===== src/hdl/kio_pkg.sv =====
// kio_pkg: shared constants, word types and scan result type for the keyed index.
// Used by kio_mem, kio_scan and keyed_index_oldest_eviction; depends on nothing.
`default_nettype none
package kio_pkg;

  localparam int ENTRIES  = 64;
  localparam int IDX_W    = $clog2(ENTRIES);
  localparam int CNT_W    = $clog2(ENTRIES + 1);
  localparam int LIM_W    = 7;
  localparam int CMP_W    = ((CNT_W > LIM_W) ? CNT_W : LIM_W) + 1;
  localparam int KIND_W   = 2;
  localparam int KEY_W    = 64;
  localparam int BYTES_W  = 32;
  localparam int TOK_W    = 20;
  localparam int STAMP_W  = 48;

  localparam logic [LIM_W-1:0]  LIMIT_RST   = 7'd64;
  localparam logic [KIND_W-1:0] KIND_STORE  = 2'd0;
  localparam logic [KIND_W-1:0] KIND_LOOKUP = 2'd1;
  localparam logic [KIND_W-1:0] KIND_REMOVE = 2'd2;

  typedef struct packed {
    logic [KIND_W-1:0]  kind;
    logic [KEY_W-1:0]   key_hash;
    logic [BYTES_W-1:0] blob_bytes;
    logic [TOK_W-1:0]   prefix_tokens;
    logic [BYTES_W-1:0] room_bytes;
  } in_word_t;

  typedef struct packed {
    logic               ok;
    logic [BYTES_W-1:0] found_bytes;
    logic [TOK_W-1:0]   found_tokens;
    logic               evicted;
    logic [KEY_W-1:0]   evicted_hash;
  } out_word_t;

  typedef struct packed {
    logic [KEY_W-1:0]   key;
    logic [BYTES_W-1:0] bytes;
    logic [TOK_W-1:0]   tokens;
    logic [STAMP_W-1:0] stamp;
  } entry_t;

  typedef struct packed {
    logic               found;
    logic [IDX_W-1:0]   match_idx;
    logic [BYTES_W-1:0] match_bytes;
    logic [TOK_W-1:0]   match_tokens;
    logic [CNT_W-1:0]   n_valid;
    logic               free_found;
    logic [IDX_W-1:0]   free_idx;
    logic               best_vld;
    logic [IDX_W-1:0]   best_idx;
    logic [STAMP_W-1:0] best_age;
    logic [KEY_W-1:0]   best_key;
  } scan_res_t;

endpackage
`default_nettype wire


===== src/hdl/kio_scan.sv =====
// kio_scan: per-entry compare unit; key match, valid count, first free slot, oldest entry.
// Evaluates one entry a cycle and accumulates the result; depends on kio_pkg.
`default_nettype none
module kio_scan (
  input  logic                        clk,
  input  logic                        rst_n,
  input  logic                        clr,
  input  logic                        step,
  input  logic [kio_pkg::IDX_W-1:0]   idx,
  input  logic                        ent_vld,
  input  kio_pkg::entry_t             ent,
  input  logic [kio_pkg::KEY_W-1:0]   key,
  input  logic [kio_pkg::STAMP_W-1:0] stamp_now,
  input  logic                        is_store,
  output kio_pkg::scan_res_t          res
);

  kio_pkg::scan_res_t res_r;
  kio_pkg::scan_res_t res_nxt;
  logic                        hit;
  logic [kio_pkg::STAMP_W-1:0] age;

  assign hit = ent_vld && (ent.key == key);
  // rewritten entry counts as newest
  assign age = (hit && is_store) ? '0 : (stamp_now - ent.stamp);

  always_comb begin
    res_nxt = res_r;
    if (clr) begin
      res_nxt = '0;
    end else if (step) begin
      if (hit && !res_r.found) begin
        res_nxt.found        = 1'b1;
        res_nxt.match_idx    = idx;
        res_nxt.match_bytes  = ent.bytes;
        res_nxt.match_tokens = ent.tokens;
      end
      if (ent_vld) begin
        res_nxt.n_valid = res_r.n_valid + kio_pkg::CNT_W'(1);
        if (!res_r.best_vld || (age > res_r.best_age)) begin
          res_nxt.best_vld = 1'b1;
          res_nxt.best_idx = idx;
          res_nxt.best_age = age;
          res_nxt.best_key = ent.key;
        end
      end else if (!res_r.free_found) begin
        res_nxt.free_found = 1'b1;
        res_nxt.free_idx   = idx;
      end
    end
  end

  always_ff @(posedge clk) begin
    if (!rst_n) begin
      res_r <= '0;
    end else begin
      res_r <= res_nxt;
    end
  end

  assign res = res_r;

endmodule
`default_nettype wire


===== config.mk =====
export PLATFORM = sky130hd
export DESIGN_NAME = kio_scan
export DESIGN_NICKNAME = d
export VERILOG_FILES = /design/src/hdl/kio_pkg.sv /design/src/hdl/kio_scan.sv
export SDC_FILE = /design/constraint.sdc
export NUM_CORES = 1
export LEC_CHECK = 0
export ABC_AREA = 1
export BUFFER_PORTS_ARGS = -buffer_cell sky130_fd_sc_hd__buf_2
export CAP_MARGIN = 20
export CORE_AREA = 2 2 188 190
export DETAILED_ROUTE_END_ITERATION = 6
export DIE_AREA = 0 0 190 192
export GPL_ROUTABILITY_DRIVEN = 1
export HOLD_SLACK_MARGIN = 0.1
export PLACE_DENSITY = 0.68
export SLEW_MARGIN = 10
export SYNTH_ARGS = -nofsm -noshare
export SYNTH_HDL_FRONTEND = slang
export SYNTH_SLANG_ARGS = --single-unit

===== constraint.sdc =====
create_clock -name clk -period 4.95 [get_ports clk]
set_clock_uncertainty 0.2 [all_clocks]
set_input_delay 0.7425 -clock clk [delete_from_list [all_inputs] [get_ports clk]]
set_output_delay 0.7425 -clock clk [all_outputs]
set_load 0.01 [all_outputs]

==> results of run 1 <==
[per-stage QoR]
step | util, % | area (um2) | total power (uW) | std cells
finish | 52.73 | 18080 | 4344 | 3457
global route | 52.73 | 18080 | 4627 | 3457
CTS | 52.67 | 18060 | 4386 | 3450
detailed placement | 50.94 | 17470 | 2967 | 3418
global placement | 50.94 | 17470 | 2948 | 3418
floorplan | - | 14760 | 2524 | 2557
[report_power, final]
group	switching [uW]	internal (uW)
combinational	825	505
clock	727	680
sequential	26.3	1580
[cell usage in the layout (no fill, tap or decap), types with 22 or more instances in the layout]
cell type  instances
dfxtp_1          192
nand4_1           22
ha_1              96
inv_1            481
o21ai_0           80
buf_2            479
nand2_1          751
a21oi_1          235
nand3_1          168
nor2_1           334
[routing by layer]
| layer | vias to the layer above | GRT usage, % |
|---|---|---|
| met1 | 7359 | 33.87 |
| met3 | 64 | 5.280 |
| met2 | 521 | 48.29 |
| li1 | 8707 | - |
| met5 | - | 0 |
| met4 | 0 | 9.183 |
[layout make-up]
cell class	count	area [um2]
fillers	3710	16210
well taps	455	569.3
clock buffers	17	425.4
multi-input cells	1792	8653
repair buffers	491	2562
clock inverters	15	170.2
diodes	7	17.52
inverters	488	1837
flip-flops and latches	192	3844
[cells by family after synthesis]
kind of cell    count (synthesis)  share of synthesized area [%]
simple gates                 1338                          37.17
flops                         192                          26.04
fa+ha+maj                      97                          8.273
compound gates                330                          11.44
buf+inv                       573                          15.48
xor+xnor                       27                          1.602
[worst reg2reg max path, cell delays in order (launching register included)]
cell and delay, ps:
dfxtp_1 430, inv_1 70, ha_1 310, nand4_1 130, nor3_2 160, nand3_1 140, nor2_1 160, nand2_1 70
nand3_1 70, nand2_1 130, nand2_8 200, buf_12 250, nand3b_1 130, nand2_1 90, nor2_1 60
[path summary, 6_finish.rpt]
kind | endpoint | start | slack (ps) | depth (start not counted)
worst min register to register | res[155]$_SDFFE_PP0P_ | res[155]$_SDFFE_PP0P_ | 240 | 2
worst max-delay path | res[26]$_SDFFE_PP0P_ | stamp_now[0] | 520 | 27
worst max register to register | res[26]$_SDFFE_PP0P_ | res[89]$_SDFFE_PP0P_ | 2260 | 14
worst min-delay path | res[155]$_SDFFE_PP0P_ | res[155]$_SDFFE_PP0P_ | 240 | 2
==> results.json, run 1 <==
{
  "status": "finished, final reports clean",
  "crit_fanout": 48,
  "clk-insertion-delay-late_ps": 460,
  "ant_nets": 0,
  "vias": 16650,
  "fin_tns_setup_ps": 0,
  "fp-row-count": 68,
  "yosys-top-cells-count": "751 x nand2_1, 481 x inv_1, 335 x nor2_1, 235 x a21oi_1, 192 x dfxtp_1",
  "die_height_um": 192,
  "drt_iter0_drc": 991,
  "start_util_pct": 43.05,
  "wl_per_cell_um": 15.02,
  "antenna_found_initial": 7,
  "wl_met3_mm": 3.438,
  "crit_required_ps": 5090,
  "maxSlewViolCount": 0,
  "io_pins": 480,
  "ctsResizeCount": 0,
  "grt.total_usage_pct": 27.57,
  "grt_max_degree": 117,
  "netlist_instances": 2557,
  "rsz0062_at_grt": "no",
  "synth_top_area_share_pct": 26.04,
  "met1_length_mm": 22.28,
  "core_region_area_mm2": 0.03429,
  "crit_family": "simple AND/OR/NAND/NOR gates",
  "grt_overflow_total": 0,
  "met2_length_mm": 24.89,
  "seq_area_frac_synth_pct": 26.04,
  "syn-cell-area_mm2": 0.01476,
  "async_flop_share_pct": 0,
  "cts_sinks": 192,
  "fmax_mhz": 225.8,
  "p_per_area_mw_per_mm2": 240.3,
  "hold_buffers": 0,
  "cp_num_buf_inv": 5,
  "synth_most_common_cell": "nand2_1",
  "largest_reg_flops": 192,
  "cts_root_buf": "clkbuf_16",
  "synthTopCellsByArea": "dfxtp_1 26%, nand2_1 19%, inv_1 12%",
  "synth.distinct_cells": 35,
  "drive_gt1_share_pct": 18.53,
  "crit_arrival_ps": 4570,
  "route.top_layer_used": "met4",
  "synth_top_cell_by_area": "dfxtp_1",
  "place_ws_ps": 136.6,
  "drt_pass1_iterations": 7,
  "nets": 3367,
  "setup_viol": 0,
  "area_growth_pct": 22.48,
  "avgSynthCellArea_um2": 5.773,
  "gp_congestion": 0.9474,
  "critPathLaunchType": "input pin",
  "holdWs_ps": 243.1,
  "path_clk_slew_ps": 80,
  "cap_violations": 0,
  "finalCritPeriodShare_pct": 89.47,
  "relSlewSlack_pct": 26.46,
  "yosysWarnings": 0,
  "drcViolationCount": 0,
  "ys_ff_latch": 192,
  "hold_path.class": "reg2reg",
  "cts_tree": "yes",
  "grt_pass1_vias": 15110,
  "synthFlopType": "dfxtp_1",
  "setup_ws_ps": 521.4,
  "hpwl_mm": 42.29,
  "cts_setup_buffers": 0,
  "die_area_mm2": 0.03648,
  "slowest_stage": "fa_1",
  "crit_type": "in2reg",
  "htreeDepth": 4,
  "numCtsBuffers": 17,
  "synth_edf_count": 0,
  "hold_violations": 0,
  "period_needed_ps": 4429,
  "vias_per_cell": 4.817,
  "routed_wl_mm": 51.92,
  "syn-num-nets": 2942,
  "vdd_drop_max_uv": 262.5,
  "grt_pass1_wl_mm": 79.06,
  "p_leak_uw": 0.01016,
  "portBuffers": 479,
  "clock_path_buffers": 2,
  "tightest_slew_ps": 1103,
  "endpoint_kind": "flop",
  "die_w_um": 190,
  "max_stage_delay_ps": 410
}
Note: power is estimated with default switching activity, not from simulation.
==> run 2, diff against run 1 <==
- CAP_MARGIN: 20 -> not set
- CORE_AREA: 2 2 188 190 -> not set
- CORE_ASPECT_RATIO: not set -> 1.4
- CORE_MARGIN: not set -> 2
- CORE_UTILIZATION: not set -> 35
- DIE_AREA: 0 0 190 192 -> not set
- PLACE_DENSITY: 0.68 -> 0.58
==> run 2 against run 1 <==
Against the previous run: register-to-register slack about the same; routed wire length is 4.4% higher; global-route usage fell by 3.6 points; critical path depth stayed put; maximum frequency is 0.50% higher; clock power grew 8%; count of clock-buffer cells in the layout unchanged; sequential share of layout area shrank 0.39 points; via count increased by 0.49%; non-clock buffer count rose by 26; sequential power is essentially flat; setup slack better by 22 ps; largest power group unchanged.
==> results.json, run 2 (synthesis gave the netlist of run 1 again) <==
{
  "hpwl_mm": 45.08,
  "start_util_pct": 35.25,
  "tightest_slew_ps": 899.9,
  "mostFrequentLayoutCells": "751 x nand2_1, 481 x inv_1, 479 x buf_2",
  "drcViolationCount": 0,
  "grt.total_usage_pct": 23.97,
  "maxSlewViolCount": 0,
  "crit_required_ps": 5090,
  "vias": 16730,
  "crit_arrival_ps": 4550,
  "crit_type": "in2reg",
  "p_per_area_mw_per_mm2": 243.3,
  "clk-insertion-delay-late_ps": 460,
  "die_height_um": 247.0,
  "crit_fanout": 18,
  "critPathLaunchType": "input pin",
  "core_region_area_mm2": 0.04187,
  "clock_path_buffers": 2,
  "power.share.clock_pct": 33.8,
  "die_area_mm2": 0.04385,
  "endpoint_kind": "flop",
  "finalCritPeriodShare_pct": 89.02,
  "num-fill-cells": 4630,
  "place_inst": 3535,
  "max_stage_delay_ps": 410,
  "ant_nets": 0,
  "drive_gt1_share_pct": 19.23,
  "p_int_uw": 2855,
  "grt_pass1_vias": 15650,
  "fmax_mhz": 226.9,
  "setup_viol": 0,
  "relSlewSlack_pct": 40.00,
  "final_common_cell": "nand2_1",
  "fin_tns_setup_ps": 0,
  "period_needed_ps": 4407,
  "drt_iter0_drc": 809,
  "grt_max_degree": 124,
  "area_growth_pct": 24.79,
  "gp_congestion": 0.9951,
  "switching_share_pct": 36.28,
  "holdWs_ps": 243.8,
  "hold_violations": 0,
  "cap_violations": 0,
  "cts_root_buf": "clkbuf_16",
  "p_switching_uw": 1626,
  "routed_wl_mm": 54.18,
  "grt_overflow_total": 0,
  "portBuffers": 479,
  "numCtsBuffers": 17,
  "path_clk_slew_ps": 80,
  "status": "finished, final reports clean",
  "cp-startpoint": "stamp_now[0]",
  "crit_top_cell": "nand3_1",
  "drt_pass1_iterations": 5,
  "ctsResizeCount": 0,
  "antenna_found_initial": 2,
  "fp-row-count": 89,
  "holdCritStartpoint": "res[152]$_SDFFE_PP0P_",
  "power_uw": 4481,
  "seqPwrFrac_pct": 35.9,
  "timing.rr.start": "res[95]$_SDFFE_PP0P_",
  "wl_per_cell_um": 15.19,
  "hold_buffers": 0,
  "vias_per_cell": 4.689,
  "io_pins": 480,
  "cp_num_buf_inv": 5,
  "cts_setup_buffers": 0,
  "htreeDepth": 4,
  "crit_family": "simple AND/OR/NAND/NOR gates",
  "pwr-share-comb_pct": 30.3,
  "cts_sinks": 192,
  "cts_tree": "yes",
  "hold_path.class": "reg2reg",
  "p_leak_uw": 0.01031,
  "nets": 3393,
  "slowest_stage": "fa_1",
  "vdd_drop_max_uv": 261.2,
  "die_w_um": 177.6,
  "grt_pass1_wl_mm": 81.58,
  "rsz0062_at_grt": "no",
  "final_cells": 3568,
  "largest_reg_flops": 192
}
## run 2: cell types whose count changed in the layout (fill, tap and decap cells not counted), sizes merged
| cell | previous run | this run |
|---|---|---|
| buf | 491 | 517 |
| bufinv | 0 | 1 |
| diode | 7 | 1 |
| clkinv | 8 | 7 |
## run 2: path summary, 6_finish.rpt
check | slack, ps | cells after the start | to
worst max-delay path | 540 | 27 | res[83]$_SDFFE_PP0P_
worst min-delay path | 240 | 2 | res[152]$_SDFFE_PP0P_
worst max register to register | 2250 | 14 | res[83]$_SDFFE_PP0P_
worst min register to register | 240 | 2 | res[152]$_SDFFE_PP0P_
## run 2: metrics by stage
stage	cell area (um2)	worst slack (ps)	utilization, %
finish	18420	543.5	43.99
global route	18420	240.4	43.99
CTS	18420	574.7	43.98
detailed placement	17760	79.68	42.42
global placement	17760	141.8	42.42
floorplan	14760	1000	-
## run 2: per-layer routing
metal  wire (um)  part of all wire [%]  global-route usage, %
met4        2819                   5.2                  12.73
met3        2696                   5.0                  3.336
met2       27150                    50                  43.87
met1       21520                    40                  26.51
met5           0                     0                      0
## run 2: worst min-delay path, stage by stage, from the launching register on
cell,delay (ps)
dfxtp_1,310
inv_1,40
a21oi_1,50
## run 2: area by class of cell
| class | instances | area (um2) | area share, % |
|---|---|---|---|
| inverters | 488 | 1837 | 9.972 |
| well taps | 546 | 683.2 | 3.709 |
| multi-input cells | 1792 | 8653 | 46.98 |
| clock inverters | 15 | 229.0 | 1.243 |
| flip-flops and latches | 192 | 3844 | 20.87 |
| repair buffers | 517 | 2745 | 14.90 |
| clock buffers | 17 | 425.4 | 2.310 |
| diodes | 1 | 2.502 | 0.01359 |
## run 2: power groups by stage
stage / Sequential (uW) / Clock [uW] / Combinational [uW]
2_1_floorplan: 1660 / 0 / 869
4_1_cts: 1610 / 1570 / 1370
3_5_place_dp: 1640 / 0 / 1360
5_1_grt: 1610 / 1620 / 1560
3_3_place_gp: 1640 / 0 / 1340
6_report: 1610 / 1520 / 1360
==> run 3, diff against run 2 <==
- clock period: 4.95 -> 4.5 ns (I/O delays scaled with it)
==> run 3 against run 2 <==
Against the previous run: utilization up 3.1 points; non-clock buffer count up 132; critical path type unchanged; sequential power up 9.9%.
==> results.json, run 3 (synthesis gave the netlist of run 1 again) <==
{
  "drcViolationCount": 0,
  "final_common_cell": "nand2_1",
  "placed_cell_area_mm2": 0.01879,
  "vias_per_cell": 4.623,
  "cts_tree": "yes",
  "holdPathStages": 2,
  "htreeDepth": 4,
  "clk-insertion-delay-late_ps": 450,
  "fin_tns_setup_ps": 0,
  "hold_violations": 0,
  "status": "finished, final reports clean",
  "tightest_slew_ps": 1053,
  "fmax_mhz": 234.8,
  "fp-row-count": 89,
  "vias": 17120,
  "cts_root_buf": "clkbuf_16",
  "hold_buffers": 0,
  "slowest_stage": "ha_1",
  "grt.total_usage_pct": 23.87,
  "grt_pass1_wl_mm": 81.72,
  "grt_max_degree": 114,
  "crit_arrival_ps": 4400,
  "maxSlewViolCount": 0,
  "cap_violations": 0,
  "numCtsBuffers": 17,
  "rrSetupSlack_ps": 1830,
  "ff2ff_path_depth": 12,
  "vdd_drop_max_uv": 264.1,
  "rsz0062_at_grt": "no",
  "crit_fanout": 17,
  "die_area_mm2": 0.04385,
  "multi_input_area_mm2": 0.008763,
  "area_growth_pct": 33.47,
  "fin_area_mm2": 0.01970,
  "gp_congestion": 1.003,
  "setup_viol": 0,
  "routed_wl_mm": 55.39,
  "hold_path.class": "reg2reg",
  "wl_per_cell_um": 14.96,
  "die_w_um": 177.6,
  "p_per_area_mw_per_mm2": 259.3,
  "antenna_found_initial": 1,
  "hpwl_mm": 45.29,
  "grt_pass1_vias": 15870,
  "drive_gt1_share_pct": 23.11,
  "ant_nets": 0,
  "clock_path_buffers": 2,
  "endpoint_kind": "flop",
  "start_util_pct": 35.25,
  "max_stage_delay_ps": 360,
  "drt_pass1_iterations": 5,
  "die_height_um": 247.0,
  "finalCritPeriodShare_pct": 94.65,
  "ff_latch_area_mm2": 0.003844,
  "io_pins": 480,
  "period_needed_ps": 4259,
  "nets": 3527,
  "crit_type": "in2reg",
  "core_region_area_mm2": 0.04187,
  "num-fill-cells": 4570,
  "grt_overflow_total": 0,
  "portBuffers": 479,
  "crit_required_ps": 4640,
  "path_clk_slew_ps": 80,
  "critPathLaunchType": "input pin",
  "mostFrequentLayoutCells": "746 x nand2_1, 481 x inv_1, 479 x buf_2",
  "relSlewSlack_pct": 29.62,
  "largest_reg_flops": 192,
  "ctsResizeCount": 0,
  "cts_setup_buffers": 0,
  "cts_sinks": 192,
  "drt_iter0_drc": 732,
  "p_leak_uw": 0.01103
}
==> run 3: changes by cell type in the layout (fill, tap and decap cells not counted), sizes merged <==
cell      change
nand2         +2
buf         +128
diode         +1
clkinvlp      +1
clkinv        +1
clkbuf        +4
inv           -2
==> run 3: through the flow <==
step           hold slack, ps  utilization [%]  std cells  worst slack, ps  power [uW]
2_1_floorplan           267.7                -       2557            617.9        2777
3_3_place_gp            228.0            44.87       3663           -322.6        3432
3_5_place_dp            231.9            44.87       3663           -320.7        3452
4_1_cts                 244.6            46.43       3695            150.4        5124
5_1_grt                 261.1            47.04       3702            1.395        5458
6_report                243.1            47.05       3703            240.8        5108
==> run 3: final cells by class <==
| cell class | instances | share of cell area [%] |
|---|---|---|
| antenna | 2 | 0.02540 |
| clock buffer | 17 | 2.159 |
| clock inverter | 15 | 1.175 |
| inverter | 488 | 9.324 |
| multi-input combinational | 1794 | 44.48 |
| sequential | 192 | 19.51 |
| tap | 546 | 3.468 |
| timing repair buffer | 649 | 19.85 |
==> run 3: where the power goes <==
group / leakage (uW) / total [uW] / internal, uW / switching, uW
clock: 0.000310 / 1660 / 826 / 830
combinational: 0.00917 / 1680 / 710 / 972
sequential: 0.00156 / 1770 / 1740 / 30.4
total: 0.0110 / 5110 / 3280 / 1830
==> run 3: per-layer routing <==
layer,up-vias,share of wire (%),GRT usage [%]
met1,7540,40,26.72
met4,0,4.4,11.19
met2,471,51,44.03
li1,9024,-,-
met5,-,0,0
met3,85,4.8,3.290
==> run 3: final timing paths <==
kind                         startpoint               endpoint
hold / removal    res[187]$_SDFFE_PP0P_  res[187]$_SDFFE_PP0P_
setup reg to reg   res[89]$_SDFFE_PP0P_   res[77]$_SDFFE_PP0P_
hold reg to reg   res[187]$_SDFFE_PP0P_  res[187]$_SDFFE_PP0P_
setup / recovery                ent[22]   res[77]$_SDFFE_PP0P_
==> run 3: worst max-delay path, delay by kind of cell <==
kind | cells | cell delay (ps)
buffers and inverters | 7 | 760
AND/OR/NAND/NOR | 13 | 1770
adder cells (fa/ha/maj) | 2 | 660
AO/OA/AOI/OAI | 3 | 500
